[src/sv/hrpi_pkg.sv]
// ----------------------------------------------------------------------------
// hrpi_pkg: shared types and constants for the heart rate peak interval core
// Holds the detector phase codes, rate limits and the divider handshake type.
// ----------------------------------------------------------------------------
package hrpi_pkg;

  // Detector phase, as kept between samples.
  typedef enum logic [1:0] {
    PH_ZERO_CROSS = 2'd0,
    PH_PEAK       = 2'd1,
    PH_COMPUTE    = 2'd2
  } phase_t;

  // Rate arithmetic: beats per minute is RATE_NUM divided by the interval in ms.
  localparam int unsigned NUM_W    = 16;
  localparam int unsigned CNT_W    = $clog2(NUM_W);
  localparam int unsigned TIME_W   = 32;
  localparam int unsigned RATE_W   = 9;
  localparam int unsigned THRESH_W = 16;

  localparam logic [NUM_W-1:0] RATE_NUM     = NUM_W'(60000);
  localparam logic [NUM_W-1:0] RATE_LO_EXCL = NUM_W'(30);
  localparam logic [NUM_W-1:0] RATE_HI_EXCL = NUM_W'(280);

  localparam logic [THRESH_W-1:0] THRESH_RESET = THRESH_W'(20);

  // Configuration register word indexes.
  localparam logic REG_PEAK_THRESHOLD = 1'b0;

  // Status of the divider as seen by the sequencer.
  typedef struct packed {
    logic busy;
    logic done;
  } div_stat_t;

endpackage

[src/sv/hrpi_div.sv]
// ----------------------------------------------------------------------------
// hrpi_div: iterative restoring divider for the rate computation
// Divides the fixed numerator by a 32-bit interval, one quotient bit a cycle.
// ----------------------------------------------------------------------------
module hrpi_div (
  input  logic                              clk,
  input  logic                              rst_n,
  input  logic                              start,
  input  logic [hrpi_pkg::TIME_W-1:0]       divisor,
  output hrpi_pkg::div_stat_t               stat,
  output logic [hrpi_pkg::NUM_W-1:0]        quotient
);

  logic [hrpi_pkg::TIME_W-1:0] dvs_r;
  logic [hrpi_pkg::NUM_W-1:0]  rem_r, rem_nxt;
  logic [hrpi_pkg::NUM_W-1:0]  quo_r, quo_nxt;
  logic [hrpi_pkg::CNT_W-1:0]  cnt_r;
  logic                        busy_r;
  logic                        done_r;

  // One trial subtraction: shift the next numerator bit into the remainder.
  logic [hrpi_pkg::NUM_W:0]    trial;
  logic                        fits;
  logic [hrpi_pkg::NUM_W:0]    diff;

  always_comb begin
    trial   = {rem_r, quo_r[hrpi_pkg::NUM_W-1]};
    fits    = {{(hrpi_pkg::TIME_W-hrpi_pkg::NUM_W-1){1'b0}}, trial} >= dvs_r;
    diff    = trial - dvs_r[hrpi_pkg::NUM_W:0];
    rem_nxt = fits ? diff[hrpi_pkg::NUM_W-1:0] : trial[hrpi_pkg::NUM_W-1:0];
    quo_nxt = {quo_r[hrpi_pkg::NUM_W-2:0], fits};
  end

  // Step counter and datapath registers.
  always_ff @(posedge clk) begin
    if (!rst_n) begin
      busy_r <= 1'b0;
      done_r <= 1'b0;
      cnt_r  <= '0;
    end else begin
      done_r <= 1'b0;
      if (start) begin
        busy_r <= 1'b1;
        cnt_r  <= '0;
        dvs_r  <= divisor;
        rem_r  <= '0;
        quo_r  <= hrpi_pkg::RATE_NUM;
      end else if (busy_r) begin
        rem_r <= rem_nxt;
        quo_r <= quo_nxt;
        cnt_r <= cnt_r + 1'b1;
        if (cnt_r == {hrpi_pkg::CNT_W{1'b1}}) begin
          busy_r <= 1'b0;
          done_r <= 1'b1;
        end
      end
    end
  end

  assign stat.busy = busy_r;
  assign stat.done = done_r;
  assign quotient  = quo_r;

endmodule

[src/sv/heart_rate_peak_interval_core.sv]
// ----------------------------------------------------------------------------
// heart_rate_peak_interval_core: pulse peak interval to heart rate
// Finds falling peaks after upward zero crossings and reports 60000 / interval.
// ----------------------------------------------------------------------------
//  Channel  Direction  Signals                              Transfer when
//  in       input      in_sample, in_timestamp_ms           in_valid && !in_stall
//  out      output     out_beat_found, out_rate_bpm         out_valid && !out_stall
//  cfg      APB slave  cfg_psel/penable/pwrite/paddr/pwdata psel && penable && pwrite
//
//  Detection items finish in the cycle they are accepted; a compute item waits
//  for the 16 steps of the restoring divider.
//  Reset is synchronous on rst_n and restores the threshold to 20.
//  A result waits in the output register; the next item is taken once the
//  sequencer is idle and that register is free or being read in the same cycle.
// ----------------------------------------------------------------------------
module heart_rate_peak_interval_core #(
  parameter int SAMPLE_WIDTH = 16
) (
  input  logic                             clk,
  input  logic                             rst_n,
  // Sample channel
  input  logic                             in_valid,
  output logic                             in_stall,
  input  logic signed [SAMPLE_WIDTH-1:0]   in_sample,
  input  logic [hrpi_pkg::TIME_W-1:0]      in_timestamp_ms,
  // Result channel
  output logic                             out_valid,
  input  logic                             out_stall,
  output logic                             out_beat_found,
  output logic [hrpi_pkg::RATE_W-1:0]      out_rate_bpm,
  // Configuration port
  input  logic                             cfg_psel,
  input  logic                             cfg_penable,
  input  logic                             cfg_pwrite,
  input  logic [2:0]                       cfg_paddr,
  input  logic [31:0]                      cfg_pwdata,
  output logic [31:0]                      cfg_prdata,
  output logic                             cfg_pready
);

  // Compare width holds both the sample and the threshold with a spare sign bit.
  localparam int CW = ((SAMPLE_WIDTH > 16) ? SAMPLE_WIDTH : 16) + 1;

  typedef enum logic [1:0] {
    ST_IDLE,
    ST_DIV,
    ST_OUT
  } state_t;

  state_t                              state_r, state_nxt;
  hrpi_pkg::phase_t                    phase_r, phase_nxt;
  logic signed [SAMPLE_WIDTH-1:0]      prev_r, prev_nxt;
  logic                                peaks_r, peaks_nxt;
  logic [hrpi_pkg::TIME_W-1:0]         first_r, first_nxt;
  logic [hrpi_pkg::TIME_W-1:0]         second_r, second_nxt;
  logic [hrpi_pkg::THRESH_W-1:0]       thresh_r;
  logic                                out_valid_r, out_valid_nxt;
  logic                                beat_r, beat_nxt;
  logic [hrpi_pkg::RATE_W-1:0]         rate_r, rate_nxt;

  logic                                out_free;
  logic                                in_xfer;
  logic                                cfg_wr;
  logic                                div_start;
  logic [hrpi_pkg::TIME_W-1:0]         interval;
  hrpi_pkg::div_stat_t                 div_stat;
  logic [hrpi_pkg::NUM_W-1:0]          div_quo;
  logic                                q_ok;
  logic [hrpi_pkg::RATE_W-1:0]         q_rate;

  logic signed [CW-1:0]                s_ext, prev_ext, thr_ext;
  logic                                s_pos;
  logic                                is_peak;

  // Handshake.
  assign out_free = !out_valid_r || !out_stall;
  assign in_stall = !((state_r == ST_IDLE) && out_free);
  assign in_xfer  = in_valid && !in_stall;

  // Configuration port: one word, selected by the word address bit.
  assign cfg_pready = 1'b1;
  assign cfg_wr     = cfg_psel && cfg_penable && cfg_pwrite &&
                      (cfg_paddr[2] == hrpi_pkg::REG_PEAK_THRESHOLD);
  assign cfg_prdata = (cfg_paddr[2] == hrpi_pkg::REG_PEAK_THRESHOLD) ?
                      {{(32-hrpi_pkg::THRESH_W){thresh_r[hrpi_pkg::THRESH_W-1]}}, thresh_r} :
                      32'd0;

  // Signed comparisons against threshold and previous sample.
  assign s_ext    = {{(CW-SAMPLE_WIDTH){in_sample[SAMPLE_WIDTH-1]}}, in_sample};
  assign prev_ext = {{(CW-SAMPLE_WIDTH){prev_r[SAMPLE_WIDTH-1]}}, prev_r};
  assign thr_ext  = {{(CW-hrpi_pkg::THRESH_W){thresh_r[hrpi_pkg::THRESH_W-1]}}, thresh_r};
  assign s_pos    = !s_ext[CW-1] && (s_ext != '0);
  assign is_peak  = (s_ext > thr_ext) && (s_ext < prev_ext);

  // Interval between the two held peaks, modulo 2^32.
  assign interval = second_r - first_r;

  // Range check of the divider quotient.
  assign q_ok   = (div_quo > hrpi_pkg::RATE_LO_EXCL) && (div_quo < hrpi_pkg::RATE_HI_EXCL);
  assign q_rate = q_ok ? div_quo[hrpi_pkg::RATE_W-1:0] : '0;

  hrpi_div u_div (
    .clk      (clk),
    .rst_n    (rst_n),
    .start    (div_start),
    .divisor  (interval),
    .stat     (div_stat),
    .quotient (div_quo)
  );

  // Sequencer and detector next state.
  always_comb begin
    state_nxt     = state_r;
    phase_nxt     = phase_r;
    prev_nxt      = prev_r;
    peaks_nxt     = peaks_r;
    first_nxt     = first_r;
    second_nxt    = second_r;
    beat_nxt      = beat_r;
    rate_nxt      = rate_r;
    out_valid_nxt = out_valid_r && out_stall;
    div_start     = 1'b0;

    case (state_r)
      ST_IDLE: begin
        if (in_xfer) begin
          case (phase_r)
            hrpi_pkg::PH_PEAK: begin
              if (is_peak) begin
                if (!peaks_r) begin
                  first_nxt = in_timestamp_ms;
                  peaks_nxt = 1'b1;
                  phase_nxt = hrpi_pkg::PH_ZERO_CROSS;
                end else begin
                  second_nxt = in_timestamp_ms;
                  phase_nxt  = hrpi_pkg::PH_COMPUTE;
                end
              end
              prev_nxt      = in_sample;
              beat_nxt      = 1'b0;
              rate_nxt      = '0;
              out_valid_nxt = 1'b1;
            end
            hrpi_pkg::PH_COMPUTE: begin
              // Restart with the second peak as the first of the next pair.
              phase_nxt = hrpi_pkg::PH_ZERO_CROSS;
              peaks_nxt = 1'b1;
              prev_nxt  = '0;
              first_nxt = second_r;
              if (interval == '0) begin
                beat_nxt      = 1'b0;
                rate_nxt      = '0;
                out_valid_nxt = 1'b1;
              end else begin
                div_start = 1'b1;
                state_nxt = ST_DIV;
              end
            end
            default: begin
              phase_nxt     = (s_pos && prev_r[SAMPLE_WIDTH-1]) ?
                              hrpi_pkg::PH_PEAK : hrpi_pkg::PH_ZERO_CROSS;
              prev_nxt      = in_sample;
              beat_nxt      = 1'b0;
              rate_nxt      = '0;
              out_valid_nxt = 1'b1;
            end
          endcase
        end
      end
      ST_DIV: begin
        if (div_stat.done) begin
          if (out_free) begin
            beat_nxt      = q_ok;
            rate_nxt      = q_rate;
            out_valid_nxt = 1'b1;
            state_nxt     = ST_IDLE;
          end else begin
            state_nxt = ST_OUT;
          end
        end
      end
      ST_OUT: begin
        // The divider holds its quotient until the next start.
        if (out_free) begin
          beat_nxt      = q_ok;
          rate_nxt      = q_rate;
          out_valid_nxt = 1'b1;
          state_nxt     = ST_IDLE;
        end
      end
      default: begin
        state_nxt = ST_IDLE;
      end
    endcase
  end

  // State, detector history and output register.
  always_ff @(posedge clk) begin
    if (!rst_n) begin
      state_r     <= ST_IDLE;
      phase_r     <= hrpi_pkg::PH_ZERO_CROSS;
      prev_r      <= '0;
      peaks_r     <= 1'b0;
      first_r     <= '0;
      second_r    <= '0;
      thresh_r    <= hrpi_pkg::THRESH_RESET;
      out_valid_r <= 1'b0;
    end else begin
      state_r     <= state_nxt;
      phase_r     <= phase_nxt;
      prev_r      <= prev_nxt;
      peaks_r     <= peaks_nxt;
      first_r     <= first_nxt;
      second_r    <= second_nxt;
      out_valid_r <= out_valid_nxt;
      if (cfg_wr) begin
        thresh_r <= cfg_pwdata[hrpi_pkg::THRESH_W-1:0];
      end
    end
    beat_r <= beat_nxt;
    rate_r <= rate_nxt;
  end

  assign out_valid      = out_valid_r;
  assign out_beat_found = beat_r;
  assign out_rate_bpm   = rate_r;

endmodule

[config.mk]
export PLATFORM = sky130hd
export DESIGN_NAME = heart_rate_peak_interval_core
export DESIGN_NICKNAME = d
export VERILOG_FILES = /design/src/sv/hrpi_pkg.sv /design/src/sv/hrpi_div.sv /design/src/sv/heart_rate_peak_interval_core.sv
export SDC_FILE = /design/constraint.sdc
export NUM_CORES = 1
export LEC_CHECK = 0
export ABC_AREA = 1
export BUFFER_PORTS_ARGS = -buffer_cell sky130_fd_sc_hd__buf_2
export CAP_MARGIN = 20
export CORE_ASPECT_RATIO = 0.6
export CORE_MARGIN = 8
export CORE_UTILIZATION = 42
export CTS_CLUSTER_DIAMETER = 120
export DETAILED_ROUTE_END_ITERATION = 8
export SYNTH_ARGS = -nofsm -noshare
export SYNTH_HDL_FRONTEND = slang
export SYNTH_SLANG_ARGS = --single-unit
[constraint.sdc]
create_clock -name clk -period 6.3 [get_ports clk]
set_clock_uncertainty 0.05 [all_clocks]
set_input_delay 0.63 -clock clk [delete_from_list [all_inputs] [get_ports clk]]
set_output_delay 0.63 -clock clk [all_outputs]
set_load 0.005 [all_outputs]
==> results of run 1 <==
[sequential cells by signal (all words and copies together), names as in the netlist]
register and cells:
first_r 32, out_beat_found 1, out_rate_bpm 9, out_valid 1
peaks_r 1, phase_r 2, prev_r 16, second_r 32
state_r 2, thresh_r 16, u_div.busy_r 1, u_div.cnt_r 4
u_div.done_r 1, u_div.dvs_r 32, u_div.quotient 16, u_div.rem_r 16
[synthesized netlist by cell type (17+ instances only)]
cell type  count  area share, %
a211oi_1      19            1.2
a21oi_1      153            6.2
buf_4         17            1.0
clkbuf_1      38            1.2
dfxtp_1      108             18
edfxtp_1      74             18
ha_1          86            8.8
inv_1        279            8.5
inv_2         22           0.67
nand2_1      522             16
nand2_2       43            2.2
nand3_1      106            4.3
nand4_1       18           0.92
nor2_1        82            2.5
o21ai_0       45            1.8
[area by class of cell]
class                      count  area, um^2  area share, %
inverter                     304        1140           8.35
timing repair buffer         126         658           4.82
clock inverter                14         174           1.27
multi-input combinational   1194        6410           46.9
sequential                   182        4380           32.1
clock buffer                  18         429           3.14
tap                          375         469           3.43
[report_power, final]
part           switching (mW)  internal [mW]  leakage, nW  total, mW
logic                   0.474          0.239         4.69      0.713
registers              0.0105           1.27         1.56       1.28
clock network           0.498          0.628        0.280       1.13
total                   0.982           2.14         6.53       3.12
[how the worst max path moves through the flow]
stage | end | start | slack (ns) | depth (start not counted)
after CTS | u_div.rem_r[13] | second_r[0] | 2.37 | 17
after global placement | first_r[30] | in_sample[15] | 2.42 | 16
after global routing | u_div.rem_r[13] | second_r[0] | 2.06 | 17
after floorplan | u_div.quotient[0] | second_r[0] | 1.40 | 16
final | u_div.rem_r[13] | second_r[0] | 2.41 | 17
after detailed placement | first_r[12] | in_sample[15] | 2.36 | 16
[worst max-delay path, stage by stage (launching register included)]
cell and delay (ns):
dfxtp_1 0.32, inv_1 0.07, ha_1 0.15, inv_1 0.07
fa_1 0.47, nand3_1 0.12, nand3_1 0.16, nand2_1 0.10
nand2_1 0.14, a21oi_1 0.21, xor2_1 0.20, nor2_1 0.06
nand2_1 0.08, nor2_2 0.05, nand3_4 0.12, nand3_4 0.45
o21ai_2 0.28, buf_4 0.41
[metal layers]
metal	routed length, um	part of all wire [%]	vias to the layer above
met2	13100	41	249
met5	0	0	-
li1	-	-	5704
met4	287	0.90	0
met3	1650	5.2	18
met1	16700	53	4899
[logic make-up (layout without fill, tap and decap cells)]
family                     count (synthesis)  after routing  synth area share [%]
adders and majority gates                 88             88                  9.08
xor gates and xnor gates                  26             26                  1.85
DFF                                      182            182                  35.7
buffers and inverters                    373            462                  12.3
AOI/OAI and AO/OA                        243            243                  10.8
and+or+nand+nor                          836            836                  30.3
other                                      1              1                0.0305
[stage by stage]
step	cell area (um^2)	hold WS [ns]	utilization, %	total power, mW	std cells
global placement	13100	0.397	45.4	2.00	2181
detailed placement	13100	0.404	45.4	2.01	2181
CTS	13700	0.322	47.5	3.15	2213
floorplan	12300	0.387	-	1.82	1749
global route	13700	0.343	47.5	3.28	2213
finish	13700	0.348	47.5	3.12	2213
==> flow_summary.toml, run 1 <==
[run_status]
status = "complete, no violations"

[worst_setup_path]
critPathArrivalTime_ns = 3.94
critPathKind = "reg -> reg"
start_kind = "flop"
reg2reg_depth = 17
ff2ff_setup_slack_ns = 2.41
end_kind = "flop"
reg2reg_from = "second_r[0]"
r2r-end = "u_div.rem_r[13]"
required_ns = 6.35
cp_max_fo = 37

[global_routing]
gr-usage-met1_pct = 26.2
gr-total-overflow = 0
grt_use_total_pct = 18.1
grt_pass1_vias = 10200
grt_busiest_layer = "met2"
grt_pass1_wl_mm = 52.1
antenna_found_initial = 0
use_met3_pct = 3.49
grt_max_degree = 61
grt_use_met2_pct = 27.6

[clock_tree]
ctsResizeCount = 0
root_buffer = "clkbuf_16"
htreeDepth = 4
clk_pin_slew_ns = 0.07
hold_buffers = 0
cts_made_buffers = 17
insertion_delay_ns = 0.45
clock-sinks = 182
cts_tree = "built"
post_cts_buffers = 0
cts_max_path_buffers = 2

[drt]
ant_nets = 0
drc = 0
wl_mm = 31.8
dr.pass1.iters = 5
num_vias = 10900
wire_per_inst_um = 14.4
drt_iter0_markers = 739
drt-vias-per-instance = 4.91

[floorplan]
coreArea_um2 = 28800
rows = 48
start_util_pct = 42.7
dieHeight_um = 148
chipWidth_um = 237
num_io_pins = 135
dieArea_um2 = 35200

[placement]
portBuffers = 115
dp_slack_ns = 2.36
finalWeightedCongestion = 0.911
hpwl_mm = 24.0

[logic_synthesis]
syn_area_per_cell_um2 = 7.03
yosysSeqAreaShare_pct = 35.7
syn_inst = 1749
synthDistinctLibCells = 55
ys_ff_latch = 182
synth_edf_count = 74
yosys_warnings = 0
async_flop_share_pct = 0
synth_nets = 1927
syn_area_um2 = 12300
ys.flop_type = "dfxtp_1"

[cells_and_area]
mostFrequentLayoutCell = "nand2_1"
fillCellCount = 2948
diodes = 0
synthToLayoutAreaGrowth_pct = 11.2
finish.net_count = 2003
final_cell_mix = "nand2_1 (522), inv_1 (279), a21oi_1 (153)"
layout-drive-gt1-share_pct = 14.5

[timing]
finalSetupTns_ns = 0
drv_slew = 0
hold_violations = 0
relSlewSlack_pct = 45.2
rsz0062_at_grt = "no"
fmax_mhz = 257
finalWorstSetupSlack_ns = 2.41
setup_violations = 0
min_period_ns = 3.89
min_period_over_period_pct = 61.7
tightest_slew_ns = 0.819

[flow_run]
maxCapViolCount = 0

[pwr]
power.leakage_nw = 6.53
p_per_area_nw_per_um2 = 228
ir_worst_vdd_uv = 142

[hold_path]
hold_class = "in -> reg"
holdPathStages = 3
min_from = "cfg_pwdata[4]"
hold_end = "thresh_r[4]"
Power figures use the tool's default switching activity.
==> run 2, diff against run 1 <==
- ABC_AREA: 1 -> 0
- clock period: 6.3 -> 3.35 ns (I/O delays scaled with it)
==> run 2 against run 1 <==
Compared with the run above: the run now ends with setup timing left; sequential share of layout area decreased by 1.9 points; hold slack lost 0.27 ns; register-to-register slack got worse by 3.2 ns; die area shrank 7.7%; power is 68% higher; via count shrank 14%; combinational power up 21%; core utilization is 7.7 points higher; sequential cell count stayed put; global-route usage up 0.31 points; clock-buffer cell count grew 2; first-iteration DRC count is 18% lower; critical endpoint is now u_div.quotient[6].
==> flow_summary.toml, run 2 <==
[drt]
route.met3.wl_mm = 1.49
wl_mm = 29.6
wire_per_inst_um = 16.2
met1_length_mm = 15.8
drt-vias-per-instance = 5.09
highest_layer = "met4"
met2_length_mm = 11.9
drt_iter0_markers = 603
ant_nets = 0
dr.pass1.iters = 5
drc = 0
num_vias = 9321

[logic_synthesis]
synthDistinctLibCells = 69
yosysSeqAreaShare_pct = 39.0
ys.flop_type = "dfxtp_1"
yosysMostFrequentCell = "nand2_1"
syn_inst = 1208
yosys_warnings = 0
synth_edf_count = 74
synthTopCellsByCount = "nand2_1 (111), dfxtp_1 (108), inv_1 (102)"
synth.largest_area_cell = "edfxtp_1"
syn_area_um2 = 11200
synth_nets = 1386
synth.top_cells.by_area = "edfxtp_1 (20%), dfxtp_1 (19%), ha_1 (9.6%)"
async_flop_share_pct = 0
ys_ff_latch = 182
synth_top_area_share_pct = 19.8
syn_area_per_cell_um2 = 9.31

[cells_and_area]
synthToLayoutAreaGrowth_pct = 29.3
top_regs = "first_r (32), second_r (32), u_div.dvs_r (32)"
ff_latch_area_um2 = 4390
final_area_um2 = 14500
mostFrequentLayoutCell = "buf_4"
diodes = 0
multi_input_area_um2 = 6630
layout-drive-gt1-share_pct = 27.7
final_cell_mix = "buf_4 (160), buf_2 (114), nand2_1 (111)"
fillCellCount = 2433
finish.net_count = 1636
final_core_util_pct = 55.2

[global_routing]
gr-total-overflow = 0
antenna_found_initial = 0
grt_pass1_wl_mm = 47.4
grt_use_total_pct = 18.4
grt_pass1_vias = 9021
grt_max_degree = 68

[clock_tree]
root_buffer = "clkbuf_16"
cts_tree = "built"
htreeDepth = 4
hold_buffers = 0
insertion_delay_ns = 0.46
cts_made_buffers = 17
cts_max_path_buffers = 2
clk_pin_slew_ns = 0.07
clock-sinks = 182

[worst_setup_path]
start_kind = "flop"
cp_max_fo = 6
critPathArrivalTime_ns = 4.30
critPathKind = "reg -> reg"
r2r-end = "u_div.quotient[6]"
ff2ff_setup_slack_ns = -0.80
required_ns = 3.51
end_kind = "flop"
reg2reg_from = "second_r[0]"
reg2reg_depth = 19

[timing]
tightest_slew_ns = 0.810
min_period_over_period_pct = 124
setup_violations = 115
min_period_ns = 4.15
finalSetupTns_ns = -81.35
hold_violations = 0
drv_slew = 0
rsz0062_at_grt = "yes"
relSlewSlack_pct = 46.0
finalWorstSetupSlack_ns = -0.796
fmax_mhz = 241

[floorplan]
num_io_pins = 135
chipWidth_um = 227
rows = 46
dieHeight_um = 143
coreArea_um2 = 26400
start_util_pct = 42.7
dieArea_um2 = 32400

[placement]
finalWeightedCongestion = 0.854
portBuffers = 115
hpwl_mm = 21.6
place_area_um2 = 13400

[pwr]
p_clk_share_pct = 38.6
sw_frac_of_total_pct = 26.8
p_int_mw = 3.84
power.leakage_nw = 6.39
power_frac_seq_pct = 44.9
p_per_area_nw_per_um2 = 361
ir_worst_vdd_uv = 287
combPwrFrac_pct = 16.5
p_switching_mw = 1.40

[run_status]
status = "complete, but fails checks"
violations = "setup timing"

[hold_path]
hold_end = "thresh_r[0]"
hold_class = "in -> reg"
min_from = "cfg_pwdata[0]"
holdPathStages = 3

[flow_run]
maxCapViolCount = 0
run 2: cell count changes in the layout (fill, tap and decap cells not counted), sizes merged, moves of 76 or more:
cell / before / now
nand2: 567 / 111
buf: 126 / 296
mux2i: 0 / 85
nand3: 113 / 20
a21oi: 154 / 63
inv: 304 / 109
nor2b: 0 / 76
run 2: per-stage QoR:
| stage | cells | power (mW) | hold slack [ns] | worst slack, ns |
|---|---|---|---|---|
| 5_1_grt | 1831 | 5.46 | 0.0572 | -0.948 |
| 2_1_floorplan | 1208 | 2.84 | 0.390 | -0.589 |
| 3_5_place_dp | 1776 | 3.17 | 0.410 | -0.833 |
| 6_report | 1831 | 5.25 | 0.0755 | -0.796 |
| 3_3_place_gp | 1776 | 3.16 | 0.402 | -0.825 |
| 4_1_cts | 1824 | 5.24 | 0.0494 | -0.786 |
run 2: routing by layer:
layer  track usage (%)  vias to the layer above
li1                  -                     4761
met1              27.9                     4355
met2              25.5                      178
met3              4.47                       27
met4              4.78                        0
met5                 0                        -
run 2: worst max-delay path by stage:
stage                      from                 to  slack [ns]
floorplan           second_r[0]     out_beat_found       -0.59
global placement    second_r[0]    out_rate_bpm[7]       -0.82
detailed placement  second_r[0]    out_rate_bpm[6]       -0.83
CTS                 second_r[0]    out_rate_bpm[6]       -0.79
global route        second_r[0]  u_div.quotient[6]       -0.95
finish              second_r[0]  u_div.quotient[6]       -0.80
run 2: kinds of logic (layout without fill, tap and decap cells):
| logic type | after synthesis | in the layout | synth area share [%] |
|---|---|---|---|
| xor gates and xnor gates | 39 | 39 | 3.04 |
| DFF | 182 | 182 | 39.0 |
| adders and majority gates | 88 | 88 | 9.92 |
| and+or+nand+nor | 384 | 388 | 17.8 |
| buffers and inverters | 174 | 430 | 6.53 |
| muxes | 85 | 85 | 7.56 |
| AOI/OAI and AO/OA | 255 | 258 | 16.2 |
| other | 1 | 1 | 0.0333 |
run 2: critical path: stages, from the launching register on:
cell and delay, ns:
dfxtp_2 0.32, inv_2 0.05, ha_4 0.12, inv_2 0.03, fa_2 0.34, a21o_1 0.17, a221o_1 0.38, a31oi_4 0.19
buf_6 0.13, o21ai_4 0.09, a21oi_2 0.17, and2_4 0.16, xnor2_2 0.07, or4_4 0.43, o41ai_4 0.42, buf_4 0.18
buf_6 0.11, nor2_4 0.07, buf_6 0.17, or2_1 0.22
run 2: layout make-up:
class	count	share of cell area, %
clock inverters	12	0.740
inverters	102	2.63
clock buffers	20	3.30
flip-flops and latches	182	30.2
repair buffers	296	14.4
multi-input cells	859	45.6
well taps	360	3.10
run 2: power by group through the flow:
stage / clock (mW) / combinational, mW / sequential, mW
5_1_grt: 2.15 / 0.942 / 2.36
2_1_floorplan: 0 / 0.440 / 2.40
3_3_place_gp: 0 / 0.756 / 2.41
4_1_cts: 2.08 / 0.811 / 2.36
3_5_place_dp: 0 / 0.764 / 2.41
6_report: 2.02 / 0.866 / 2.36
run 2: repair_timing:
item	in CTS	in global routing
resized for setup	48	45
pin swaps	14	13
endpoints found under the setup margin	115	115
cloned	9	0
buffers inserted	7	7
==> run 3, diff against run 2 <==
- CORE_UTILIZATION: 42 -> 44
- PLACE_DENSITY: unset -> 0.66
- clock period: 3.35 -> 3.7 ns (I/O delays scaled with it)
==> run 3 against run 2 <==
Compared with the run above: the flow still finishes with violations (setup timing); combinational power shrank 13%; highest routed layer unchanged; sequential cell count is the same; clock-buffer cell count shrank 1; via count grew 1.9%; cell count shrank 2.0%; power shrank 11%; hold slack gained 0.040 ns; fmax shrank 0.21%; cell area shrank 0.44%.
==> flow_summary.toml, run 3 (synthesized netlist as in run 2, its figures left out) <==
[run_status]
status = "complete, but fails checks"
violations = "setup timing"

[worst_setup_path]
critPathArrivalTime_ns = 4.28
cp_max_fo = 5
max_stage_delay_ns = 0.54
required_ns = 3.82
end_kind = "flop"
crit_top_cell = "o41ai_4"
reg2reg_from = "second_r[1]"
crit_slowest_cell = "or4b_4"
cp-startpoint = "second_r[1]"
start_kind = "flop"
cp-endpoint = "out_rate_bpm[0]"
crit_buf_inv = 2
reg2reg_depth = 14
worstPathCellList = "ha_4 > nor2b_4 > o31a_1 > o21a_1 > a41o_1 > o211a_4 > o41ai_4 > xnor2_1 > or4b_4 > o41ai_4 > nand2b_1 > a221oi_4 > buf_6 > buf_12"
crit_family = "compound AO/OA/AOI/OAI gates"
critPathKind = "reg -> reg"
path_depth = 14
r2r-end = "out_rate_bpm[0]"
ff2ff_setup_slack_ns = -0.46

[clock_tree]
insertion_delay_ns = 0.45
cts_max_path_buffers = 2
root_buffer = "clkbuf_16"
clk_pin_slew_ns = 0.07
cts_tree = "built"
clock-sinks = 182
cts_made_buffers = 17
htreeDepth = 4
hold_buffers = 0

[floorplan]
rows = 45
coreArea_um2 = 25200
chipWidth_um = 222
start_util_pct = 44.6
dieArea_um2 = 31100
dieHeight_um = 140
num_io_pins = 135

[placement]
hpwl_mm = 21.1
place_area_um2 = 13100
portBuffers = 115
dp_slack_ns = -0.489
finalWeightedCongestion = 0.890

[cells_and_area]
finish.net_count = 1631
top_regs = "first_r (32), second_r (32), u_div.dvs_r (32)"
final_cell_mix = "buf_4 (156), buf_2 (115), nand2_1 (111)"
diodes = 0
ff_latch_area_um2 = 4390
final_area_um2 = 14500
layout-drive-gt1-share_pct = 28.1
multi_input_area_um2 = 6690
mostFrequentLayoutCell = "buf_4"
final_core_util_pct = 57.4
fillCellCount = 2206
synthToLayoutAreaGrowth_pct = 28.7

[timing]
setup_violations = 115
relSlewSlack_pct = 40.2
finalWorstSetupSlack_ns = -0.455
rsz0062_at_grt = "yes"
hold_violations = 0
tightest_slew_ns = 0.898
drv_slew = 0
min_period_ns = 4.16
fmax_mhz = 241
min_period_over_period_pct = 112

[global_routing]
grt_use_total_pct = 18.7
antenna_found_initial = 0
grt_max_degree = 99
gr-total-overflow = 0
grt_pass1_wl_mm = 47.8
grt_pass1_vias = 9308

[drt]
wire_per_inst_um = 16.4
route.met3.wl_mm = 1.67
num_vias = 9494
met2_length_mm = 12.5
highest_layer = "met4"
drc = 0
wl_mm = 29.4
drt_iter0_markers = 715
dr.pass1.iters = 6
met1_length_mm = 14.9
ant_nets = 0
drt-vias-per-instance = 5.29

[pwr]
power.leakage_nw = 6.31
ir_worst_vdd_uv = 335
total_power_mw = 4.64
p_per_area_nw_per_um2 = 321

[hold_path]
hold_class = "in -> reg"

[flow_run]
maxCapViolCount = 0
-- run 3: cell count changes in the layout (fill, tap and decap cells not counted), moves of 3 or more --
| cell | delta |
|---|---|
| ha_4 | +5 |
| buf_4 | -4 |
| ha_1 | -4 |
| clkinvlp_4 | +3 |
-- run 3: how the worst min path moves through the flow --
| stage | from | to | slack [ns] | cells past startpoint |
|---|---|---|---|---|
| final | cfg_pwdata[0] | thresh_r[0] | 0.12 | 3 |
| after global routing | cfg_pwdata[0] | thresh_r[0] | 0.1 | 3 |
| after CTS | cfg_pwdata[0] | thresh_r[0] | 0.09 | 3 |
| after detailed placement | thresh_r[5] | thresh_r[5] | 0.41 | 2 |
| after global placement | thresh_r[9] | thresh_r[9] | 0.40 | 2 |
| after floorplan | peaks_r | peaks_r | 0.39 | 1 |
-- run 3: layer usage --
| metal | GRT usage (%) | vias up |
|---|---|---|
| li1 | - | 4745 |
| met4 | 3.90 | 0 |
| met5 | 0 | - |
| met2 | 27.8 | 221 |
| met1 | 27.4 | 4501 |
| met3 | 4.09 | 27 |
-- run 3: final cells by class --
| type | count | share of cell area [%] |
|---|---|---|
| multi-input cells | 859 | 46.2 |
| flip-flops and latches | 182 | 30.3 |
| repair buffers | 291 | 14.1 |
| clock buffers | 19 | 3.06 |
| well taps | 329 | 2.84 |
| inverters | 102 | 2.66 |
| clock inverters | 13 | 0.804 |
-- run 3: repair_timing --
action,CTS,global route
cloned,10,1
pin swaps,19,19
setup buffers,26,7
endpoints found under the setup margin,115,115
gates resized for setup,53,57
-- run 3: stage by stage --
stage | setup TNS [ns] | std cells | hold WS [ns]
2_1_floorplan | -6.68 | 1208 | 0.390
3_3_place_gp | -34.39 | 1721 | 0.404
3_5_place_dp | -43.65 | 1721 | 0.411
4_1_cts | -35.74 | 1789 | 0.0889
5_1_grt | -53.07 | 1795 | 0.0997
6_report | -38.16 | 1795 | 0.115
-- run 3: power by group --
group          leakage [nW]  total (mW)  internal, mW  switching [mW]
logic                  4.48       0.752         0.380           0.372
clock network         0.266        1.76         0.898           0.860
registers              1.56        2.13          2.12          0.0134
-- run 3: tightest hold or removal path: cells and delay by family --
kind                   cells  cell delay [ns]
AOI/OAI and AO/OA          1             0.06
and+or+nand+nor            1             0.04
buffers and inverters      1             0.09
